===== config.mk =====
export PLATFORM = sky130hd
export DESIGN_NAME = volume_reorient_address_generator
export DESIGN_NICKNAME = d
export VERILOG_FILES = /design/src/sv/vra_pkg.sv /design/src/sv/vra_raster_cnt.sv /design/src/sv/vra_axis_map.sv /design/src/sv/vra_index_pipe.sv /design/src/sv/volume_reorient_address_generator.sv
export SDC_FILE = /design/constraint.sdc
export NUM_CORES = 2
export LEC_CHECK = 0
export ABC_AREA = 1
export BUFFER_PORTS_ARGS = -buffer_cell sky130_fd_sc_hd__clkbuf_2
export CAP_MARGIN = 20
export CORE_UTILIZATION = 45
export CTS_BUF_LIST = sky130_fd_sc_hd__clkbuf_8
export DETAILED_ROUTE_END_ITERATION = 8
export PLACE_DENSITY_LB_ADDON = 0.05
export SLEW_MARGIN = 40
export SYNTH_ARGS = -nofsm -noshare
export SYNTH_HDL_FRONTEND = slang
export SYNTH_SLANG_ARGS = --single-unit
export TNS_END_PERCENT = 5

===== constraint.sdc =====
create_clock -name clk_i -period 12 [get_ports clk_i]
set_input_delay 0.6 -clock clk_i [delete_from_list [all_inputs] [get_ports clk_i]]
set_output_delay 0.6 -clock clk_i [all_outputs]
set_load 0.01 [all_outputs]

===== src/sv/vra_pkg.sv =====
`default_nettype none

package vra_pkg;

  // Geometry limits
  localparam int unsigned MaxDim    = 1024;
  localparam int unsigned CntW      = $clog2(MaxDim);       // coordinate counter
  localparam int unsigned DimW      = CntW + 1;             // extent, holds MaxDim
  localparam int unsigned StrideW   = 2 * DimW - 1;         // extent product
  localparam int unsigned MaxComp   = 4;
  localparam int unsigned CompW     = 2;
  localparam int unsigned NcompW    = CompW + 1;            // holds MaxComp

  // Port widths
  localparam int unsigned SizeW     = 11;
  localparam int unsigned AxisW     = 2;
  localparam int unsigned FlipW     = 3;
  localparam int unsigned SampleW   = 16;
  localparam int unsigned IdxW      = 30;
  localparam int unsigned CfgIdxW   = 3;
  localparam int unsigned CfgDataW  = 11;

  typedef enum logic [CfgIdxW-1:0] {
    REG_OUT_AXIS_X = 3'd0,
    REG_OUT_AXIS_Y = 3'd1,
    REG_OUT_AXIS_Z = 3'd2,
    REG_FLIP_MASK  = 3'd3,
    REG_SIZE_X     = 3'd4,
    REG_SIZE_Y     = 3'd5,
    REG_SIZE_Z     = 3'd6,
    REG_NUM_COMP   = 3'd7
  } reg_idx_e;

  // Input axis codes; the spare code falls back to x
  localparam logic [AxisW-1:0] AXIS_X = 2'd0;
  localparam logic [AxisW-1:0] AXIS_Y = 2'd1;
  localparam logic [AxisW-1:0] AXIS_Z = 2'd2;

  // Effective (clamped) geometry
  typedef struct packed {
    logic [2:0][DimW-1:0] size;
    logic [NcompW-1:0]    ncomp;
  } geom_t;

  // Raster position of the current sample
  typedef struct packed {
    logic [CompW-1:0] comp;
    logic [CntW-1:0]  x;
    logic [CntW-1:0]  y;
    logic [CntW-1:0]  z;
  } cnt_t;

  // First pipeline stage payload
  typedef struct packed {
    logic [2:0][DimW-1:0] oc;      // output coords, two's complement
    logic [1:0][DimW-1:0] odim;    // output extents of axes 0 and 1
    logic [CompW-1:0]     comp;
    logic                 last;
    logic [SampleW-1:0]   sample;
  } s1_t;

  function automatic logic [DimW-1:0] eff_size(input logic [SizeW-1:0] raw);
    logic [DimW-1:0] res;
    if (raw == '0) begin
      res = DimW'(1);
    end else if (raw > SizeW'(MaxDim)) begin
      res = DimW'(MaxDim);
    end else begin
      res = DimW'(raw);
    end
    return res;
  endfunction

  function automatic logic [NcompW-1:0] eff_comps(input logic [NcompW-1:0] raw);
    logic [NcompW-1:0] res;
    if (raw == '0) begin
      res = NcompW'(1);
    end else if (raw > NcompW'(MaxComp)) begin
      res = NcompW'(MaxComp);
    end else begin
      res = raw;
    end
    return res;
  endfunction

endpackage

`default_nettype wire


===== src/sv/vra_raster_cnt.sv =====
`default_nettype none

module vra_raster_cnt (
  input  wire logic          clk_i,
  input  wire logic          rst_ni,
  input  wire logic          adv_i,
  input  vra_pkg::geom_t     geom_i,
  output vra_pkg::cnt_t      cnt_o,
  output logic               last_o
);

  vra_pkg::cnt_t cnt_q, cnt_d;
  logic comp_end, x_end, y_end, z_end;

  // ">=" so a counter left past a shrunken extent wraps on its next step
  assign comp_end = {1'b0, cnt_q.comp} >= (geom_i.ncomp - vra_pkg::NcompW'(1));
  assign x_end    = {1'b0, cnt_q.x} >= (geom_i.size[0] - vra_pkg::DimW'(1));
  assign y_end    = {1'b0, cnt_q.y} >= (geom_i.size[1] - vra_pkg::DimW'(1));
  assign z_end    = {1'b0, cnt_q.z} >= (geom_i.size[2] - vra_pkg::DimW'(1));

  assign last_o = comp_end && x_end && y_end && z_end;
  assign cnt_o  = cnt_q;

  always_comb begin
    cnt_d = cnt_q;
    if (!comp_end) begin
      cnt_d.comp = cnt_q.comp + vra_pkg::CompW'(1);
    end else begin
      cnt_d.comp = '0;
      if (!x_end) begin
        cnt_d.x = cnt_q.x + vra_pkg::CntW'(1);
      end else begin
        cnt_d.x = '0;
        if (!y_end) begin
          cnt_d.y = cnt_q.y + vra_pkg::CntW'(1);
        end else begin
          cnt_d.y = '0;
          if (!z_end) begin
            cnt_d.z = cnt_q.z + vra_pkg::CntW'(1);
          end else begin
            cnt_d.z = '0;
          end
        end
      end
    end
  end

  always_ff @(posedge clk_i or negedge rst_ni) begin
    if (!rst_ni) begin
      cnt_q <= '0;
    end else if (adv_i) begin
      cnt_q <= cnt_d;
    end
  end

endmodule

`default_nettype wire


===== src/sv/vra_axis_map.sv =====
`default_nettype none

module vra_axis_map (
  input  vra_pkg::cnt_t                               cnt_i,
  input  vra_pkg::geom_t                              geom_i,
  input  wire logic [2:0][vra_pkg::AxisW-1:0]         axis_i,
  input  wire logic [vra_pkg::FlipW-1:0]              flip_i,
  output logic      [2:0][vra_pkg::DimW-1:0]          oc_o,
  output logic      [1:0][vra_pkg::DimW-1:0]          odim_o
);

  logic [2:0][vra_pkg::DimW-1:0] dim;
  logic [2:0][vra_pkg::DimW-1:0] coord;

  always_comb begin
    for (int j = 0; j < 3; j++) begin
      case (axis_i[j])
        vra_pkg::AXIS_Y: begin
          dim[j]   = geom_i.size[1];
          coord[j] = {1'b0, cnt_i.y};
        end
        vra_pkg::AXIS_Z: begin
          dim[j]   = geom_i.size[2];
          coord[j] = {1'b0, cnt_i.z};
        end
        default: begin
          dim[j]   = geom_i.size[0];
          coord[j] = {1'b0, cnt_i.x};
        end
      endcase
      // reversed coord may go negative; kept as two's complement
      if (flip_i[j]) begin
        oc_o[j] = dim[j] - vra_pkg::DimW'(1) - coord[j];
      end else begin
        oc_o[j] = coord[j];
      end
    end
  end

  assign odim_o[0] = dim[0];
  assign odim_o[1] = dim[1];

endmodule

`default_nettype wire


===== src/sv/vra_index_pipe.sv =====
`default_nettype none

module vra_index_pipe (
  input  wire logic                         clk_i,
  input  wire logic                         rst_ni,
  input  wire logic                         in_valid_i,
  output logic                              in_ready_o,
  input  vra_pkg::s1_t                      s1_i,
  output logic                              out_valid_o,
  input  wire logic                         out_ready_i,
  output logic [vra_pkg::IdxW-1:0]          voxel_index_o,
  output logic [vra_pkg::CompW-1:0]         component_o,
  output logic [vra_pkg::SampleW-1:0]       value_o,
  output logic                              last_of_volume_o
);

  localparam int unsigned ExtW = vra_pkg::IdxW - vra_pkg::DimW;

  logic v2_q, v3_q;
  logic rdy2, rdy3;

  // stage 2: row part of the index and plane stride
  logic [vra_pkg::IdxW-1:0]     oc0_ext, oc1_ext, oc2_ext;
  logic [vra_pkg::IdxW-1:0]     part_d, part_q;
  logic [vra_pkg::StrideW-1:0]  stride_d, stride_q;
  logic [vra_pkg::DimW-1:0]     oc2_q;
  logic [vra_pkg::CompW-1:0]    comp2_q;
  logic                         last2_q;
  logic [vra_pkg::SampleW-1:0]  sample2_q;

  // stage 3: full index
  logic [vra_pkg::IdxW-1:0]     idx_d, idx_q;
  logic [vra_pkg::CompW-1:0]    comp3_q;
  logic                         last3_q;
  logic [vra_pkg::SampleW-1:0]  sample3_q;

  assign rdy3       = !v3_q || out_ready_i;
  assign rdy2       = !v2_q || rdy3;
  assign in_ready_o = rdy2;

  assign oc0_ext = {{ExtW{s1_i.oc[0][vra_pkg::DimW-1]}}, s1_i.oc[0]};
  assign oc1_ext = {{ExtW{s1_i.oc[1][vra_pkg::DimW-1]}}, s1_i.oc[1]};
  assign part_d  = oc0_ext + oc1_ext * vra_pkg::IdxW'(s1_i.odim[0]);
  assign stride_d = vra_pkg::StrideW'(s1_i.odim[0]) * vra_pkg::StrideW'(s1_i.odim[1]);

  assign oc2_ext = {{ExtW{oc2_q[vra_pkg::DimW-1]}}, oc2_q};
  assign idx_d   = part_q + oc2_ext * vra_pkg::IdxW'(stride_q);

  always_ff @(posedge clk_i or negedge rst_ni) begin
    if (!rst_ni) begin
      v2_q <= 1'b0;
      v3_q <= 1'b0;
    end else begin
      if (rdy2) begin
        v2_q <= in_valid_i;
      end
      if (rdy3) begin
        v3_q <= v2_q;
      end
    end
  end

  always_ff @(posedge clk_i) begin
    if (rdy2 && in_valid_i) begin
      part_q    <= part_d;
      stride_q  <= stride_d;
      oc2_q     <= s1_i.oc[2];
      comp2_q   <= s1_i.comp;
      last2_q   <= s1_i.last;
      sample2_q <= s1_i.sample;
    end
    if (rdy3 && v2_q) begin
      idx_q     <= idx_d;
      comp3_q   <= comp2_q;
      last3_q   <= last2_q;
      sample3_q <= sample2_q;
    end
  end

  assign out_valid_o      = v3_q;
  assign voxel_index_o    = idx_q;
  assign component_o      = comp3_q;
  assign value_o          = sample3_q;
  assign last_of_volume_o = last3_q;

endmodule

`default_nettype wire


===== src/sv/volume_reorient_address_generator.sv =====
// Volume reorientation address generator.
// Input channel: one sample beat per voxel component, raster order with the
// component fastest, then x, y and z. Each beat yields one result beat with
// the linear voxel index in the reoriented volume, the component number, the
// sample unchanged and a flag on the last sample of the volume.
// Configuration: write port cfg_we_i / cfg_idx_i / cfg_wdata_i, one register
// per cycle, no read-back. Axis selectors, flip mask, extents and component
// count are meant to change only while no beat is in flight.
// Throughput: one beat per clock, sustained while out_ready_i is high.
// Pipeline: three register stages (input stage register, row-index/stride
// multiply stage, plane multiply stage that is the output register); a
// sample passes through them in that order before out_valid_o rises.
// Stall: out_ready_i low holds the output register; ready propagates back so
// upstream keeps flowing until all three stages are full, then in_ready_o
// drops. Raster counters advance only on accepted beats and wrap to zero
// after the last sample of the volume.
// Reset: registers return to identity axes, no flips, 1x1x1 extents, one
// component; counters and all stage valids clear.
`default_nettype none

module volume_reorient_address_generator (
  input  wire logic                              clk_i,
  input  wire logic                              rst_ni,
  // configuration
  input  wire logic                              cfg_we_i,
  input  wire logic [vra_pkg::CfgIdxW-1:0]       cfg_idx_i,
  input  wire logic [vra_pkg::CfgDataW-1:0]      cfg_wdata_i,
  // sample input
  input  wire logic                              in_valid_i,
  output logic                                   in_ready_o,
  input  wire logic [vra_pkg::SampleW-1:0]       sample_i,
  // result output
  output logic                                   out_valid_o,
  input  wire logic                              out_ready_i,
  output logic [vra_pkg::IdxW-1:0]               voxel_index_o,
  output logic [vra_pkg::CompW-1:0]              component_o,
  output logic [vra_pkg::SampleW-1:0]            value_o,
  output logic                                   last_of_volume_o
);

  // Configuration registers
  logic [2:0][vra_pkg::AxisW-1:0]  axis_q;
  logic [vra_pkg::FlipW-1:0]       flip_q;
  logic [2:0][vra_pkg::SizeW-1:0]  size_q;
  logic [vra_pkg::NcompW-1:0]      ncomp_q;

  always_ff @(posedge clk_i or negedge rst_ni) begin
    if (!rst_ni) begin
      axis_q[0] <= vra_pkg::AXIS_X;
      axis_q[1] <= vra_pkg::AXIS_Y;
      axis_q[2] <= vra_pkg::AXIS_Z;
      flip_q    <= '0;
      size_q[0] <= vra_pkg::SizeW'(1);
      size_q[1] <= vra_pkg::SizeW'(1);
      size_q[2] <= vra_pkg::SizeW'(1);
      ncomp_q   <= vra_pkg::NcompW'(1);
    end else if (cfg_we_i) begin
      unique case (vra_pkg::reg_idx_e'(cfg_idx_i))
        vra_pkg::REG_OUT_AXIS_X: axis_q[0] <= cfg_wdata_i[vra_pkg::AxisW-1:0];
        vra_pkg::REG_OUT_AXIS_Y: axis_q[1] <= cfg_wdata_i[vra_pkg::AxisW-1:0];
        vra_pkg::REG_OUT_AXIS_Z: axis_q[2] <= cfg_wdata_i[vra_pkg::AxisW-1:0];
        vra_pkg::REG_FLIP_MASK:  flip_q    <= cfg_wdata_i[vra_pkg::FlipW-1:0];
        vra_pkg::REG_SIZE_X:     size_q[0] <= cfg_wdata_i[vra_pkg::SizeW-1:0];
        vra_pkg::REG_SIZE_Y:     size_q[1] <= cfg_wdata_i[vra_pkg::SizeW-1:0];
        vra_pkg::REG_SIZE_Z:     size_q[2] <= cfg_wdata_i[vra_pkg::SizeW-1:0];
        vra_pkg::REG_NUM_COMP:   ncomp_q   <= cfg_wdata_i[vra_pkg::NcompW-1:0];
        default: ;
      endcase
    end
  end

  // Clamped geometry: zero reads as one, oversize saturates
  vra_pkg::geom_t geom;

  assign geom.size[0] = vra_pkg::eff_size(size_q[0]);
  assign geom.size[1] = vra_pkg::eff_size(size_q[1]);
  assign geom.size[2] = vra_pkg::eff_size(size_q[2]);
  assign geom.ncomp   = vra_pkg::eff_comps(ncomp_q);

  // Input handshake
  logic s1_valid_q;
  logic pipe_ready;
  logic in_fire;

  assign in_ready_o = !s1_valid_q || pipe_ready;
  assign in_fire    = in_valid_i && in_ready_o;

  // Raster position
  vra_pkg::cnt_t cnt;
  logic          last;

  vra_raster_cnt u_cnt (
    .clk_i  (clk_i),
    .rst_ni (rst_ni),
    .adv_i  (in_fire),
    .geom_i (geom),
    .cnt_o  (cnt),
    .last_o (last)
  );

  // Axis permutation and flips
  logic [2:0][vra_pkg::DimW-1:0] oc;
  logic [1:0][vra_pkg::DimW-1:0] odim;

  vra_axis_map u_map (
    .cnt_i  (cnt),
    .geom_i (geom),
    .axis_i (axis_q),
    .flip_i (flip_q),
    .oc_o   (oc),
    .odim_o (odim)
  );

  // Input stage register
  vra_pkg::s1_t s1_d, s1_q;

  assign s1_d.oc     = oc;
  assign s1_d.odim   = odim;
  assign s1_d.comp   = cnt.comp;
  assign s1_d.last   = last;
  assign s1_d.sample = sample_i;

  always_ff @(posedge clk_i or negedge rst_ni) begin
    if (!rst_ni) begin
      s1_valid_q <= 1'b0;
    end else if (in_ready_o) begin
      s1_valid_q <= in_valid_i;
    end
  end

  always_ff @(posedge clk_i) begin
    if (in_fire) begin
      s1_q <= s1_d;
    end
  end

  // Index arithmetic and output register
  vra_index_pipe u_idx (
    .clk_i            (clk_i),
    .rst_ni           (rst_ni),
    .in_valid_i       (s1_valid_q),
    .in_ready_o       (pipe_ready),
    .s1_i             (s1_q),
    .out_valid_o      (out_valid_o),
    .out_ready_i      (out_ready_i),
    .voxel_index_o    (voxel_index_o),
    .component_o      (component_o),
    .value_o          (value_o),
    .last_of_volume_o (last_of_volume_o)
  );

endmodule

`default_nettype wire

==> flow_summary.ini <==
[placement]
port_buffers = 85
gp_congestion = 0.971
dp.final_hpwl_um = 68600

[die]
dieArea_um2 = 71600
ios = 86
die_h_um = 268
rows = 96
core-area_um2 = 69200
initial_core_util_pct = 45.9
fp.dieW_um = 268

[route]
wl_per_cell_um = 17.7
dr.pass1.iters = 6
ant_nets = 0
via_per_inst = 5.12
dr.first_iter.drc_count = 1408
vias = 24195
totalWireLength_um = 83700
drc = 0

[logic_synthesis]
yosys_warnings = 0
yosys.area.top_type = fa_1
ys_top_cells_by_area = fa_1 (23%), edfxtp_1 (19%), ha_1 (12%)
ys_ff_latch = 284
synth_edf_count = 204
yosysTopAreaCellShare_pct = 23.0
syn-cell-area_um2 = 31700
netlist_instances = 3732
syn_nets = 4432
ys_async_sr_fraction_pct = 28.2
netlist-cell-type-count = 50
synthTopCellsByCount = nand2_1 (856), inv_1 (832), fa_1 (364)
syn_area_per_cell_um2 = 8.50
yosysMostFrequentCell = nand2_1
synth_ff_type = edfxtp_1
yosysSeqAreaShare_pct = 25.6

[min_path]
hold_path_class = in -> reg

[clock_tree]
cts.path.max_buffers = 3
cts_resized = 0
numCtsBuffers = 52
cts_max_level = 2
path_clk_slew_ns = 0.06
clock-sinks = 284
clock_latency_ns = 0.66
clock-root-buffer = clkbuf_8
cts_tree = yes

[critical_path]
worstPathRequired_ns = 12.38
setup.worst_path.start_class = flop
cp_max_fo = 22
worstSetupEndpointType = flop
cpMaxStageDelayCell = edfxtp_1
path_delay_family = adder cells
path_buf_inv = 3
max_stage_delay_ns = 0.87
crit_arrival_ns = 7.40
cpMostUsedCell = nand2_1
critPathKind = reg -> reg

[timing]
fmax_ghz = 0.143
slew_headroom_pct = 42.5
setup_viol = 0
finalHoldViolCount = 0
post-route-min-period_ns = 7.01
fin_crit_sh_pct = 58.4
rsz0062_at_grt = no
drv_slew = 0
skew_ns = 0.0537
fin_setup_tns_ns = 0
tightest_slew_ns = 0.853

[grt]
grt_pass1_wl_um = 135000
grt_start_max_net_pins = 66
grt_pass1_vias = 25085
grt_use_total_pct = 24.2
grt-ovfl-total = 0
grt_antenna_before_repair = 1

[run_status]
status = finished clean

[layout]
area_delta_synth_final_pct = 7.44
nNetsFinal = 4460
drive_gt1_share_pct = 6.74

[job]
max_cap_violations = 0
## area by class of cell
type / instances / area, um2
Antenna cell: 1 / 2.50
Clock buffer: 54 / 743
Clock inverter: 38 / 251
Fill cell: 6720 / 35100
Inverter: 852 / 3200
Multi-Input combinational cell: 2461 / 19900
Sequential cell: 284 / 8140
Tap cell: 931 / 1160
Timing Repair Buffer: 109 / 703
## cell usage in the layout (no fill, tap or decap), types with 4 or more instances in the layout
| master | synthesis | routed |
|---|---|---|
| a21oi_1 | 155 | 154 |
| nor2_1 | 118 | 118 |
| buf_6 | 2 | 12 |
| nand3_2 | 7 | 6 |
| a21o_1 | 4 | 4 |
| o221ai_1 | 48 | 48 |
| nand2_2 | 4 | 4 |
| o31ai_1 | 10 | 10 |
| inv_1 | 832 | 841 |
| nand4_1 | 17 | 17 |
| clkinv_1 | 1 | 13 |
| buf_4 | 2 | 7 |
| clkbuf_8 | 0 | 54 |
| ha_1 | 301 | 301 |
| or2_2 | 28 | 28 |
| dfstp_2 | 6 | 6 |
| o2111ai_1 | 6 | 6 |
| o21ai_1 | 23 | 25 |
| o22ai_1 | 24 | 24 |
| clkinv_2 | 0 | 4 |
| dfrtp_1 | 74 | 74 |
| o21ai_0 | 197 | 195 |
| inv_2 | 19 | 22 |
| nor3_1 | 22 | 21 |
| fa_1 | 364 | 364 |
| clkinvlp_4 | 0 | 4 |
| nand3b_1 | 7 | 7 |
| edfxtp_1 | 204 | 204 |
| a31oi_1 | 5 | 4 |
| xor2_1 | 94 | 94 |
| nand3_1 | 86 | 86 |
| nand2_1 | 856 | 856 |
| nor4_1 | 9 | 9 |
| o21a_1 | 5 | 5 |
| clkbuf_2 | 0 | 84 |
| o21bai_1 | 13 | 13 |
| xnor2_1 | 35 | 35 |
## metrics by stage
step                utilization [%]  setup WS [ns]  hold WS [ns]  std cells  cell area [um2]
floorplan                         -           5.76         0.304       3732            31700
detailed placement             47.5           4.85         0.405       4620            32900
finish                         49.3           4.99         0.147       4730            34100
global route                   49.3           4.43        0.0922       4730            34100
CTS                            49.0           4.89        0.0827       4713            33900
global placement               47.5           5.01         0.401       4619            32800
## worst reg2reg max path, delay by kind of cell, from the launching register on
kind,cells,cell delay (ns)
and+or+nand+nor,11,1.63
buffers and inverters,3,0.16
DFF,1,0.87
AOI/OAI and AO/OA,4,0.76
adders and majority gates,7,3.34
## per-layer routing
metal	vias to the layer above	GRT usage (%)	routed length, um
li1	11695	-	-
met1	11658	33.0	38300
met2	688	39.5	38100
met3	154	3.32	4650
met4	0	7.97	2700
met5	-	0	0
## state kept, by name, summed over array words and instances (netlist names), 3 cells and up
| name | flops |
|---|---|
| u_idx.value_o | 16 |
| ncomp_q | 3 |
| u_idx.voxel_index_o | 30 |
| u_idx.oc2_q | 11 |
| axis_q | 6 |
| u_idx.sample2_q | 16 |
| size_q | 33 |
| u_idx.part_q | 30 |
| u_cnt.cnt_o | 32 |
| u_idx.stride_q | 21 |
| flip_q | 3 |
| s1_q | 74 |
## worst paths after layout
check | end | slack (ns) | cells past startpoint | from
worst min-delay path | s1_q[11] | 0.15 | 1 | sample_i[11]
min in group asynchronous | size_q[26] | 0.40 | 2 | rst_ni
worst max register to register | u_idx.part_q[25] | 4.99 | 25 | s1_q[27]
max in group asynchronous | ncomp_q[0] | 10.70 | 4 | rst_ni
worst max-delay path | u_idx.part_q[25] | 4.99 | 25 | s1_q[27]
worst min register to register | u_idx.oc2_q[5] | 0.41 | 0 | s1_q[68]
## logic make-up (layout without fill, tap and decap cells)
logic type      after synthesis  count (layout)  share of synthesized area (%)
flops                       284             284                           25.6
xor+xnor                    129             129                           3.56
mux                           3               3                         0.0946
compound gates              500             500                           9.02
buf+inv                     987            1053                           11.8
other cells                   0               1                              0
fa+ha+maj                   665             665                           34.8
simple gates               1164            1164                           15.1
## timing repair
action                                 in CTS  in global routing
endpoints found under the hold margin      23                  0
hold buffers                                1                  0
buffers inserted                            0                  0
Power is left out: the tool's default activity adds up to more than one toggle a clock period on the data nets, which glitch-free logic cannot reach.
